===== config.mk =====
export PLATFORM = sky130hd
export DESIGN_NAME = ohlcv_bar_aggregator_flat
export DESIGN_NICKNAME = d
export VERILOG_FILES = /design/src/sv/ohab_pkg.sv /design/src/sv/ohab_if.sv /design/src/sv/ohab_div.sv /design/src/sv/ohlcv_bar_aggregator.sv /design/src/flat_wrapper.sv
export SDC_FILE = /design/constraint.sdc
export NUM_CORES = 1
export LEC_CHECK = 0
export BUFFER_PORTS_ARGS = -buffer_cell sky130_fd_sc_hd__buf_4
export CAP_MARGIN = 20
export CORE_MARGIN = 2
export CORE_UTILIZATION = 55
export CTS_CLUSTER_SIZE = 14
export DETAILED_ROUTE_END_ITERATION = 8
export HOLD_SLACK_MARGIN = 0.12
export PLACE_DENSITY = 0.74
export RECOVER_POWER = 50
export SLEW_MARGIN = 5
export SYNTH_ARGS = -nofsm -noshare
export SYNTH_HDL_FRONTEND = slang
export SYNTH_SLANG_ARGS = --single-unit

===== constraint.sdc =====
create_clock -name clk -period 29 [get_ports clk]
set_input_delay 0 -clock clk [delete_from_list [all_inputs] [get_ports clk]]
set_output_delay 0 -clock clk [all_outputs]
set_load 0.05 [all_outputs]

===== src/sv/ohab_pkg.sv =====
// ----------------------------------------------------------------------------
// ohab_pkg - shared types and constants of the OHLCV bar aggregator
// Field widths, the volume saturation limit, register reset value and the
// status record of the remainder unit.
// ----------------------------------------------------------------------------
`default_nettype none

package ohab_pkg;

  localparam int TIME_W   = 32;
  localparam int PRICE_W  = 32;
  localparam int TVOL_W   = 32;
  localparam int VOL_W    = 48;
  localparam int IVL_W    = 17;
  localparam int DIV_CNT_W = 5;

  localparam logic [VOL_W-1:0]     VOL_MAX   = {VOL_W{1'b1}};
  localparam logic [IVL_W-1:0]     IVL_RESET = 17'd60;
  localparam logic [DIV_CNT_W-1:0] DIV_LAST  = {DIV_CNT_W{1'b1}};

  typedef struct packed {
    logic busy;
    logic done;
  } div_stat_t;

endpackage

`default_nettype wire


===== src/sv/ohab_if.sv =====
// ----------------------------------------------------------------------------
// ohab_if - channel interfaces of the OHLCV bar aggregator
// Tick input, bar output and interval register write channels, each with
// valid/ready and a source and a sink modport.
// ----------------------------------------------------------------------------
`default_nettype none

interface ohab_tick_if;
  logic                          valid;
  logic                          ready;
  logic [ohab_pkg::TIME_W-1:0]   time_seconds;
  logic [ohab_pkg::PRICE_W-1:0]  price;
  logic [ohab_pkg::TVOL_W-1:0]   trade_volume;

  modport source (output valid, time_seconds, price, trade_volume, input ready);
  modport sink   (input valid, time_seconds, price, trade_volume, output ready);
endinterface

interface ohab_bar_if;
  logic                          valid;
  logic                          ready;
  logic [ohab_pkg::TIME_W-1:0]   bar_start;
  logic [ohab_pkg::PRICE_W-1:0]  open_price;
  logic [ohab_pkg::PRICE_W-1:0]  high_price;
  logic [ohab_pkg::PRICE_W-1:0]  low_price;
  logic [ohab_pkg::PRICE_W-1:0]  close_price;
  logic [ohab_pkg::VOL_W-1:0]    total_volume;

  modport source (output valid, bar_start, open_price, high_price, low_price,
                  close_price, total_volume, input ready);
  modport sink   (input valid, bar_start, open_price, high_price, low_price,
                  close_price, total_volume, output ready);
endinterface

interface ohab_cfg_if;
  logic                          valid;
  logic                          ready;
  logic [ohab_pkg::IVL_W-1:0]    bar_secs;

  modport source (output valid, bar_secs, input ready);
  modport sink   (input valid, bar_secs, output ready);
endinterface

`default_nettype wire


===== src/sv/ohab_div.sv =====
// ----------------------------------------------------------------------------
// ohab_div - iterative remainder unit
// Restoring division of a 32-bit time by the 17-bit interval, one quotient
// bit per cycle; returns the remainder with a one-cycle done pulse.
// ----------------------------------------------------------------------------
`default_nettype none

module ohab_div (
  input  wire logic                           clk,
  input  wire logic                           rst,
  input  wire logic                           start,
  input  wire logic [ohab_pkg::TIME_W-1:0]    dividend,
  input  wire logic [ohab_pkg::IVL_W-1:0]     divisor,
  output ohab_pkg::div_stat_t                 stat,
  output logic      [ohab_pkg::IVL_W-1:0]     remainder
);

  logic                             busy;
  logic                             done;
  logic [ohab_pkg::DIV_CNT_W-1:0]   cnt;
  logic [ohab_pkg::TIME_W-1:0]      quo;
  logic [ohab_pkg::IVL_W-1:0]       rem;
  logic [ohab_pkg::IVL_W-1:0]       dvs;

  logic [ohab_pkg::IVL_W:0]         trial;
  logic [ohab_pkg::IVL_W:0]         diff;
  logic                             fit;
  logic [ohab_pkg::IVL_W-1:0]       rem_next;

  // bring down the next dividend bit and subtract where it fits
  always_comb begin
    trial    = {rem, quo[ohab_pkg::TIME_W-1]};
    diff     = trial - {1'b0, dvs};
    fit      = (trial >= {1'b0, dvs});
    rem_next = fit ? diff[ohab_pkg::IVL_W-1:0] : trial[ohab_pkg::IVL_W-1:0];
  end

  always_ff @(posedge clk) begin
    if (rst) begin
      busy <= 1'b0;
      done <= 1'b0;
      cnt  <= '0;
    end else begin
      done <= 1'b0;
      if (start) begin
        busy <= 1'b1;
        cnt  <= '0;
      end else if (busy) begin
        cnt <= cnt + 1'b1;
        if (cnt == ohab_pkg::DIV_LAST) begin
          busy <= 1'b0;
          done <= 1'b1;
        end
      end
    end
  end

  always_ff @(posedge clk) begin
    if (start) begin
      quo <= dividend;
      rem <= '0;
      dvs <= divisor;
    end else if (busy) begin
      quo <= {quo[ohab_pkg::TIME_W-2:0], 1'b0};
      rem <= rem_next;
    end
  end

  assign stat.busy = busy;
  assign stat.done = done;
  assign remainder = rem;

  a_rem_below_divisor: assert property (@(posedge clk) disable iff (rst)
    done |-> (rem < dvs))
    else $error("remainder not below divisor");

  a_start_when_free: assert property (@(posedge clk) disable iff (rst)
    start |-> !busy)
    else $error("remainder unit restarted while busy");

endmodule

`default_nettype wire


===== src/sv/ohlcv_bar_aggregator.sv =====
// ----------------------------------------------------------------------------
// ohlcv_bar_aggregator - time bars from a stream of trade ticks
// Groups ticks into open/high/low/close/volume bars of a programmable length.
// ----------------------------------------------------------------------------
// Usage:
//   tick  : sink of tick requests (time in seconds, price, volume).
//   bar   : source of completed bars; one request per bar that closes.
//   cfg   : write of the bar interval in seconds (0 acts as 1); always
//           ready, to be written only while the block is idle.
// A tick that falls inside the open bar is accepted, then updates the bar.
// A tick that opens a bar (the first one, or one past the bar end) is
// accepted, passes the end test, runs through the restoring divider to
// round its time down to the interval, and then loads the new bar.
// tick.ready is high only while the sequencer is idle.
// A completed bar sits in an output register, so the next tick is taken
// while it waits; if another bar closes before it is taken, the sequencer
// holds in the end test until bar.ready.
// Reset clears the sequencer, drops any open bar and any waiting bar, and
// sets the interval to 60 seconds. The last bar is never flushed.
// ----------------------------------------------------------------------------
`default_nettype none

module ohlcv_bar_aggregator (
  input  wire logic  clk,
  input  wire logic  rst,
  ohab_tick_if.sink  tick,
  ohab_bar_if.source bar,
  ohab_cfg_if.sink   cfg
);

  localparam logic [1:0] S_IDLE = 2'd0;
  localparam logic [1:0] S_EVAL = 2'd1;
  localparam logic [1:0] S_DIV  = 2'd2;

  logic [1:0]                       state;
  logic [ohab_pkg::IVL_W-1:0]       ivl;
  logic                             bar_open;
  logic                             out_valid;

  logic [ohab_pkg::TIME_W-1:0]      t_r;
  logic [ohab_pkg::PRICE_W-1:0]     p_r;
  logic [ohab_pkg::TVOL_W-1:0]      v_r;

  logic [ohab_pkg::TIME_W-1:0]      cur_start;
  logic [ohab_pkg::PRICE_W-1:0]     cur_open;
  logic [ohab_pkg::PRICE_W-1:0]     cur_high;
  logic [ohab_pkg::PRICE_W-1:0]     cur_low;
  logic [ohab_pkg::PRICE_W-1:0]     cur_close;
  logic [ohab_pkg::VOL_W-1:0]       cur_volume;

  logic [ohab_pkg::TIME_W-1:0]      out_start;
  logic [ohab_pkg::PRICE_W-1:0]     out_open;
  logic [ohab_pkg::PRICE_W-1:0]     out_high;
  logic [ohab_pkg::PRICE_W-1:0]     out_low;
  logic [ohab_pkg::PRICE_W-1:0]     out_close;
  logic [ohab_pkg::VOL_W-1:0]       out_volume;

  logic [ohab_pkg::IVL_W-1:0]       eff_ivl;
  logic [ohab_pkg::TIME_W:0]        bar_end;
  logic                             past_end;
  logic                             out_free;
  logic                             tick_acc;
  logic                             div_start;
  logic                             emit;
  logic                             upd;
  logic [ohab_pkg::VOL_W:0]         vol_sum;
  logic [ohab_pkg::VOL_W-1:0]       vol_next;

  ohab_pkg::div_stat_t              div_stat;
  logic [ohab_pkg::IVL_W-1:0]       div_rem;

  assign eff_ivl  = (ivl == '0) ? {{(ohab_pkg::IVL_W-1){1'b0}}, 1'b1} : ivl;
  // bar end in 33 bits so it never wraps
  assign bar_end  = {1'b0, cur_start}
                  + {{(ohab_pkg::TIME_W+1-ohab_pkg::IVL_W){1'b0}}, eff_ivl};
  assign past_end = ({1'b0, t_r} >= bar_end);
  assign out_free = !out_valid || bar.ready;
  assign tick_acc = tick.valid && tick.ready;

  assign emit      = (state == S_EVAL) && bar_open && past_end && out_free;
  assign div_start = (state == S_EVAL) && (!bar_open || (past_end && out_free));
  assign upd       = (state == S_EVAL) && bar_open && !past_end;

  assign vol_sum  = {1'b0, cur_volume}
                  + {{(ohab_pkg::VOL_W+1-ohab_pkg::TVOL_W){1'b0}}, v_r};
  assign vol_next = vol_sum[ohab_pkg::VOL_W] ? ohab_pkg::VOL_MAX
                                             : vol_sum[ohab_pkg::VOL_W-1:0];

  ohab_div u_div (
    .clk       (clk),
    .rst       (rst),
    .start     (div_start),
    .dividend  (t_r),
    .divisor   (eff_ivl),
    .stat      (div_stat),
    .remainder (div_rem)
  );

  always_ff @(posedge clk) begin
    if (rst) begin
      state     <= S_IDLE;
      ivl       <= ohab_pkg::IVL_RESET;
      bar_open  <= 1'b0;
      out_valid <= 1'b0;
    end else begin
      if (cfg.valid) begin
        ivl <= cfg.bar_secs;
      end
      if (emit) begin
        out_valid <= 1'b1;
      end else if (bar.ready) begin
        out_valid <= 1'b0;
      end
      unique case (state)
        S_IDLE: begin
          if (tick_acc) begin
            state <= S_EVAL;
          end
        end
        S_EVAL: begin
          if (div_start) begin
            state <= S_DIV;
          end else if (upd) begin
            state <= S_IDLE;
          end
        end
        S_DIV: begin
          if (div_stat.done) begin
            bar_open <= 1'b1;
            state    <= S_IDLE;
          end
        end
        default: begin
          state <= S_IDLE;
        end
      endcase
    end
  end

  always_ff @(posedge clk) begin
    if (tick_acc) begin
      t_r <= tick.time_seconds;
      p_r <= tick.price;
      v_r <= tick.trade_volume;
    end
    if (emit) begin
      out_start  <= cur_start;
      out_open   <= cur_open;
      out_high   <= cur_high;
      out_low    <= cur_low;
      out_close  <= cur_close;
      out_volume <= cur_volume;
    end
    if (upd) begin
      if (p_r > cur_high) begin
        cur_high <= p_r;
      end
      if (p_r < cur_low) begin
        cur_low <= p_r;
      end
      cur_close  <= p_r;
      cur_volume <= vol_next;
    end else if ((state == S_DIV) && div_stat.done) begin
      // open a new bar from the held tick
      cur_start  <= t_r - {{(ohab_pkg::TIME_W-ohab_pkg::IVL_W){1'b0}}, div_rem};
      cur_open   <= p_r;
      cur_high   <= p_r;
      cur_low    <= p_r;
      cur_close  <= p_r;
      cur_volume <= {{(ohab_pkg::VOL_W-ohab_pkg::TVOL_W){1'b0}}, v_r};
    end
  end

  assign tick.ready       = (state == S_IDLE);
  assign cfg.ready        = 1'b1;
  assign bar.valid        = out_valid;
  assign bar.bar_start    = out_start;
  assign bar.open_price   = out_open;
  assign bar.high_price   = out_high;
  assign bar.low_price    = out_low;
  assign bar.close_price  = out_close;
  assign bar.total_volume = out_volume;

  a_low_not_above_high: assert property (@(posedge clk) disable iff (rst)
    bar_open |-> (cur_low <= cur_high))
    else $error("bar low above bar high");

  a_div_only_in_div_state: assert property (@(posedge clk) disable iff (rst)
    div_stat.done |-> (state == S_DIV))
    else $error("divider finished outside its state");

  a_stalled_bar_blocks_emit: assert property (@(posedge clk) disable iff (rst)
    (out_valid && !bar.ready) |-> !emit)
    else $error("bar overwritten while waiting");

endmodule

`default_nettype wire

===== src/flat_wrapper.sv =====
// flat-port wrapper written by rule: the top's interface ports become plain ports
module ohlcv_bar_aggregator_flat 
  (clk, rst, tick_valid, tick_time_seconds, tick_price, tick_trade_volume, tick_ready, bar_valid, bar_bar_start, bar_open_price, bar_high_price, bar_low_price, bar_close_price, bar_total_volume, bar_ready, cfg_valid, cfg_bar_secs, cfg_ready);
  ohab_tick_if tick_i ();
  ohab_bar_if bar_i ();
  ohab_cfg_if cfg_i ();
  input  wire logic clk;
  input  wire logic rst;
  input wire logic [$bits(tick_i.valid)-1:0] tick_valid;
  input wire logic [$bits(tick_i.time_seconds)-1:0] tick_time_seconds;
  input wire logic [$bits(tick_i.price)-1:0] tick_price;
  input wire logic [$bits(tick_i.trade_volume)-1:0] tick_trade_volume;
  output wire logic [$bits(tick_i.ready)-1:0] tick_ready;
  output wire logic [$bits(bar_i.valid)-1:0] bar_valid;
  output wire logic [$bits(bar_i.bar_start)-1:0] bar_bar_start;
  output wire logic [$bits(bar_i.open_price)-1:0] bar_open_price;
  output wire logic [$bits(bar_i.high_price)-1:0] bar_high_price;
  output wire logic [$bits(bar_i.low_price)-1:0] bar_low_price;
  output wire logic [$bits(bar_i.close_price)-1:0] bar_close_price;
  output wire logic [$bits(bar_i.total_volume)-1:0] bar_total_volume;
  input wire logic [$bits(bar_i.ready)-1:0] bar_ready;
  input wire logic [$bits(cfg_i.valid)-1:0] cfg_valid;
  input wire logic [$bits(cfg_i.bar_secs)-1:0] cfg_bar_secs;
  output wire logic [$bits(cfg_i.ready)-1:0] cfg_ready;
  assign tick_i.valid = tick_valid;
  assign tick_i.time_seconds = tick_time_seconds;
  assign tick_i.price = tick_price;
  assign tick_i.trade_volume = tick_trade_volume;
  assign tick_ready = tick_i.ready;
  assign bar_valid = bar_i.valid;
  assign bar_bar_start = bar_i.bar_start;
  assign bar_open_price = bar_i.open_price;
  assign bar_high_price = bar_i.high_price;
  assign bar_low_price = bar_i.low_price;
  assign bar_close_price = bar_i.close_price;
  assign bar_total_volume = bar_i.total_volume;
  assign bar_i.ready = bar_ready;
  assign cfg_i.valid = cfg_valid;
  assign cfg_i.bar_secs = cfg_bar_secs;
  assign cfg_ready = cfg_i.ready;
  ohlcv_bar_aggregator u_core (.clk(clk), .rst(rst), .tick(tick_i), .bar(bar_i), .cfg(cfg_i));
endmodule

==> impl_metrics.csv <==
group,metric,value,unit
power_and_ir_drop,p_comb_frac,0.169,
floorplan,die_x,225,um
clocking,cts.path.max_buffers,3,
setup_path,path_cells,"or4_1 > o31ai_1 > ha_1 > inv_1 > fa_1 > nor2b_1 > o31ai_1 > a21oi_1 > a21o_1 > a21o_1 > a21o_1 > a21oi_1 > xor2_1 > ha_1 > nand4_1 > nor3_1 > a222oi_1 > nand3b_1 > a21o_1 > a21o_1 > a21o_1 > nand2_4 > buf_4",
power_and_ir_drop,swShare,0.258,
synth,syn_area_per_cell,14.1,um2
outcome,violations,"max-capacitance violations, max-slew violations",
timing,period_share,0.234,
clocking,clock_latency,0.62,ns
hold_path,worstHoldPathCells,2,
global_routing,grt_pass1_vias,17900,
timing,rsz0062_at_grt,"no",
global_routing,grt_pass1_wl,101000,um
clocking,cts_resized,0,
global_routing,grt.total_usage,0.261,
final_layout,syn_to_final_growth,25.2,%
setup_path,cp_slowest_stage_delay,0.71,ns
routing,drc,0,
clocking,cts_htree_levels,2,
hold_path,min_path_type,"in -> reg",
routing,ant_nets,0,
timing,relSlewSlack,-0.802,
timing,timing.fmax,148,MHz
clocking,clock-sinks,606,
setup_path,crit_required,29.24,ns
synth,ys_seq_area_frac,0.661,
floorplan,core,47900,um2
floorplan,pin_count,329,
synth,synth-seq-cells,606,
synth,ys_types,78,
power_and_ir_drop,ir_drop,0.0533,mV
placement,port_buffers,327,
power_and_ir_drop,clockPowerShare,0.360,
clocking,cts_tree,"done",
setup_path,endpoint_kind,"register",
clocking,post_cts_buffers,0,
floorplan,initial_core_util,0.560,
synth,netlist_area,26800,um2
synth,yosys.area.top_type_share,0.628,
setup_path,slowest_stage,"buf_4",
setup_path,arrival,7.02,ns
routing,drt_iter0_drc,1358,
setup_path,cp_top_family,"compound AO/OA/AOI/OAI gates",
placement,dp_cells,2798,
routing,drtPass1Iterations,5,
timing,finalSetupViolCount,0,
final_layout,antenna_cells,0,
power_and_ir_drop,p_leak,12.7,nW
flow_run,drv_cap,2,
synth,synth.largest_area_cell,"edfxtp_1",
timing,final_hold_viol_count,0,
synth,synth_nets,2202,
clocking,cts_hold_buf,240,
timing,finalSetupTns,0,ns
timing,worst_pin_slew,2.69,ns
setup_path,r2r_setup_slack,22.23,ns
power_and_ir_drop,power_density,65.0,nW/um2
synth,async_reset_ff_frac,0,
synth,synth_ff_type,"edfxtp_1",
final_layout,final_nets,2789,
synth,synth_warnings,0,
clocking,clock-root-buffer,"clkbuf_16",
global_routing,grt_overflow,0,
final_layout,layout-drive-gt1-share,0.0995,
power_and_ir_drop,p_total,2.18,mW
global_routing,grt_max_degree,166,
outcome,outcome,"finished, violations left",
placement,place_congestion,0.877,
timing,slew_viol_final,96,
setup_path,ff2ff_path_depth,23,
routing,wl,66300,um
setup_path,cp_max_fo,56,
final_layout,fin_cells,3148,
setup_path,worst-path-buf-inv,2,
floorplan,dieArea,50600,um2
placement,dp_hpwl,44000,um
floorplan,rows,80,
setup_path,crit_cells,23,
synth,synth_edf_count,561,
synth,ys_top_cells_by_area,"edfxtp_1 (63%), ha_1 (8.4%), dfxtp_1 (3.4%)",
power_and_ir_drop,seq_power_share,0.471,
timing,period_needed,6.77,ns
setup_path,crit_top_cell,"a21o_1",
global_routing,antenna_found_initial,1,
power_and_ir_drop,p_int,1.62,mW
floorplan,chipHeight,225,um
routing,via_count,17800,
power_and_ir_drop,switching_power,0.563,mW
setup_path,critPathLaunchType,"register",
clocking,numCtsBuffers,59,
clocking,path_clk_slew,0.06,ns
setup_path,worstSetupPathType,"reg -> reg",
routing,wire_per_inst,21.0,um
routing,routed_via_density,5.64,
synth,syn_inst,1900,
timing,skew,0.0139,ns
area by class of cell:
cell class              count  area [um2]
flip-flops and latches    606       17700
inverters                 133         500
multi-input cells        1107        8380
well taps                 615         769
clock inverters            38         419
repair buffers            580        4220
clock buffers              69        1570
fillers                  3309       14300
kinds of logic after synthesis:
group	after synthesis	synth area share
other	1	0.000140
adders and majority gates	184	0.0869
xor gates and xnor gates	106	0.0346
and+or+nand+nor	372	0.0689
muxes	53	0.0212
buffers and inverters	187	0.0282
DFF	606	0.661
AOI/OAI and AO/OA	391	0.0989
cells in the final DEF (no fill, tap or decap), drive strengths merged, types with 13 or more instances in the layout:
cell / Yosys / routed
a211oi: 25 / 25
xnor2: 62 / 62
dfxtp: 45 / 45
ha: 180 / 180
nor3: 22 / 22
nor2: 116 / 116
nand3: 25 / 25
a21oi: 118 / 118
clkbuf: 36 / 375
mux2i: 22 / 22
o211ai: 15 / 15
o21ai: 56 / 56
mux2: 31 / 31
inv: 133 / 132
a21o: 56 / 56
nand2b: 30 / 30
xor2: 44 / 44
o22a: 27 / 27
nand4: 32 / 32
edfxtp: 561 / 561
clkinv: 0 / 27
o21a: 17 / 17
nor2b: 25 / 25
nand2: 78 / 78
dlygate4sd3: 0 / 241
and3: 13 / 13
buf: 18 / 33
sequential cells by signal, indices dropped and copies added (netlist names), 32 cells and up:
register,cells
u_core.t_r,32
u_core.u_div.quo,32
u_core.cur_close,32
u_core.v_r,32
u_core.cur_low,32
u_core.p_r,32
u_core.bar.bar_start,32
u_core.cur_open,32
u_core.bar.low_price,32
u_core.bar.high_price,32
u_core.bar.close_price,32
u_core.cur_high,32
u_core.bar.total_volume,48
u_core.bar.open_price,32
u_core.cur_start,32
u_core.cur_volume,48
Yosys cell counts, types with 4 or more instances:
master / n
edfxtp_1: 561
ha_1: 180
inv_1: 132
a21oi_1: 117
nor2_1: 115
nand2_1: 77
xnor2_1: 62
a21o_1: 56
o21ai_0: 54
dfxtp_1: 45
xor2_1: 44
clkbuf_1: 35
nand4_1: 32
mux2_1: 30
nand2b_1: 30
o22a_1: 27
nand3_1: 25
nor2b_1: 25
mux2i_1: 22
o21a_1: 17
nor3_1: 16
o211ai_1: 15
a211oi_1: 14
and3_1: 13
a31oi_1: 12
a211oi_2: 11
o21bai_1: 9
nor4_1: 8
buf_2: 7
nor3_2: 6
a211o_1: 5
a221oi_1: 5
a2111oi_0: 4
and2_1: 4
buf_4: 4
buf_6: 4
fa_1: 4
o31ai_1: 4
or3_1: 4
routing by layer:
metal  global-route usage  up-vias  wire [um]
li1                     -     8329          -
met1                0.346     8666      28100
met2                0.446      650      32300
met3               0.0428      105       4240
met4               0.0752        2       1620
met5                    0        -          8
per-stage QoR:
| stage | hold WS [ns] | util | instance area, um2 | worst slack [ns] |
|---|---|---|---|---|
| 2_1_floorplan | 0.0989 | - | 26800 | 15.04 |
| 3_3_place_gp | 0.178 | 0.624 | 29900 | 22.35 |
| 3_5_place_dp | 0.179 | 0.625 | 30000 | 22.18 |
| 4_1_cts | 0.121 | 0.716 | 34300 | 22.14 |
| 5_1_grt | 0.153 | 0.701 | 33600 | 21.71 |
| 6_report | 0.176 | 0.701 | 33600 | 22.23 |
path summary, 6_finish.rpt:
path	startpoint	to
worst max-delay path	u_core.ivl[1]$_SDFFE_PP0P_	u_core.cur_volume[8]$_DFFE_PP_
worst min-delay path	tick_price[24]	u_core.p_r[24]$_DFFE_PP_
worst max register to register	u_core.ivl[1]$_SDFFE_PP0P_	u_core.cur_volume[8]$_DFFE_PP_
worst min register to register	u_core.cur_open[21]$_DFFE_PP_	u_core.bar.open_price[21]$_DFFE_PP_
power groups by stage:
stage,clock (mW),combinational (mW),sequential [mW]
after global placement,0,0.323,1.04
after CTS,0.794,0.361,1.03
after global routing,0.831,0.407,1.03
final,0.787,0.368,1.03
after detailed placement,0,0.332,1.05
after floorplan,0,0.257,1.03
Power figures use the tool's default switching activity.
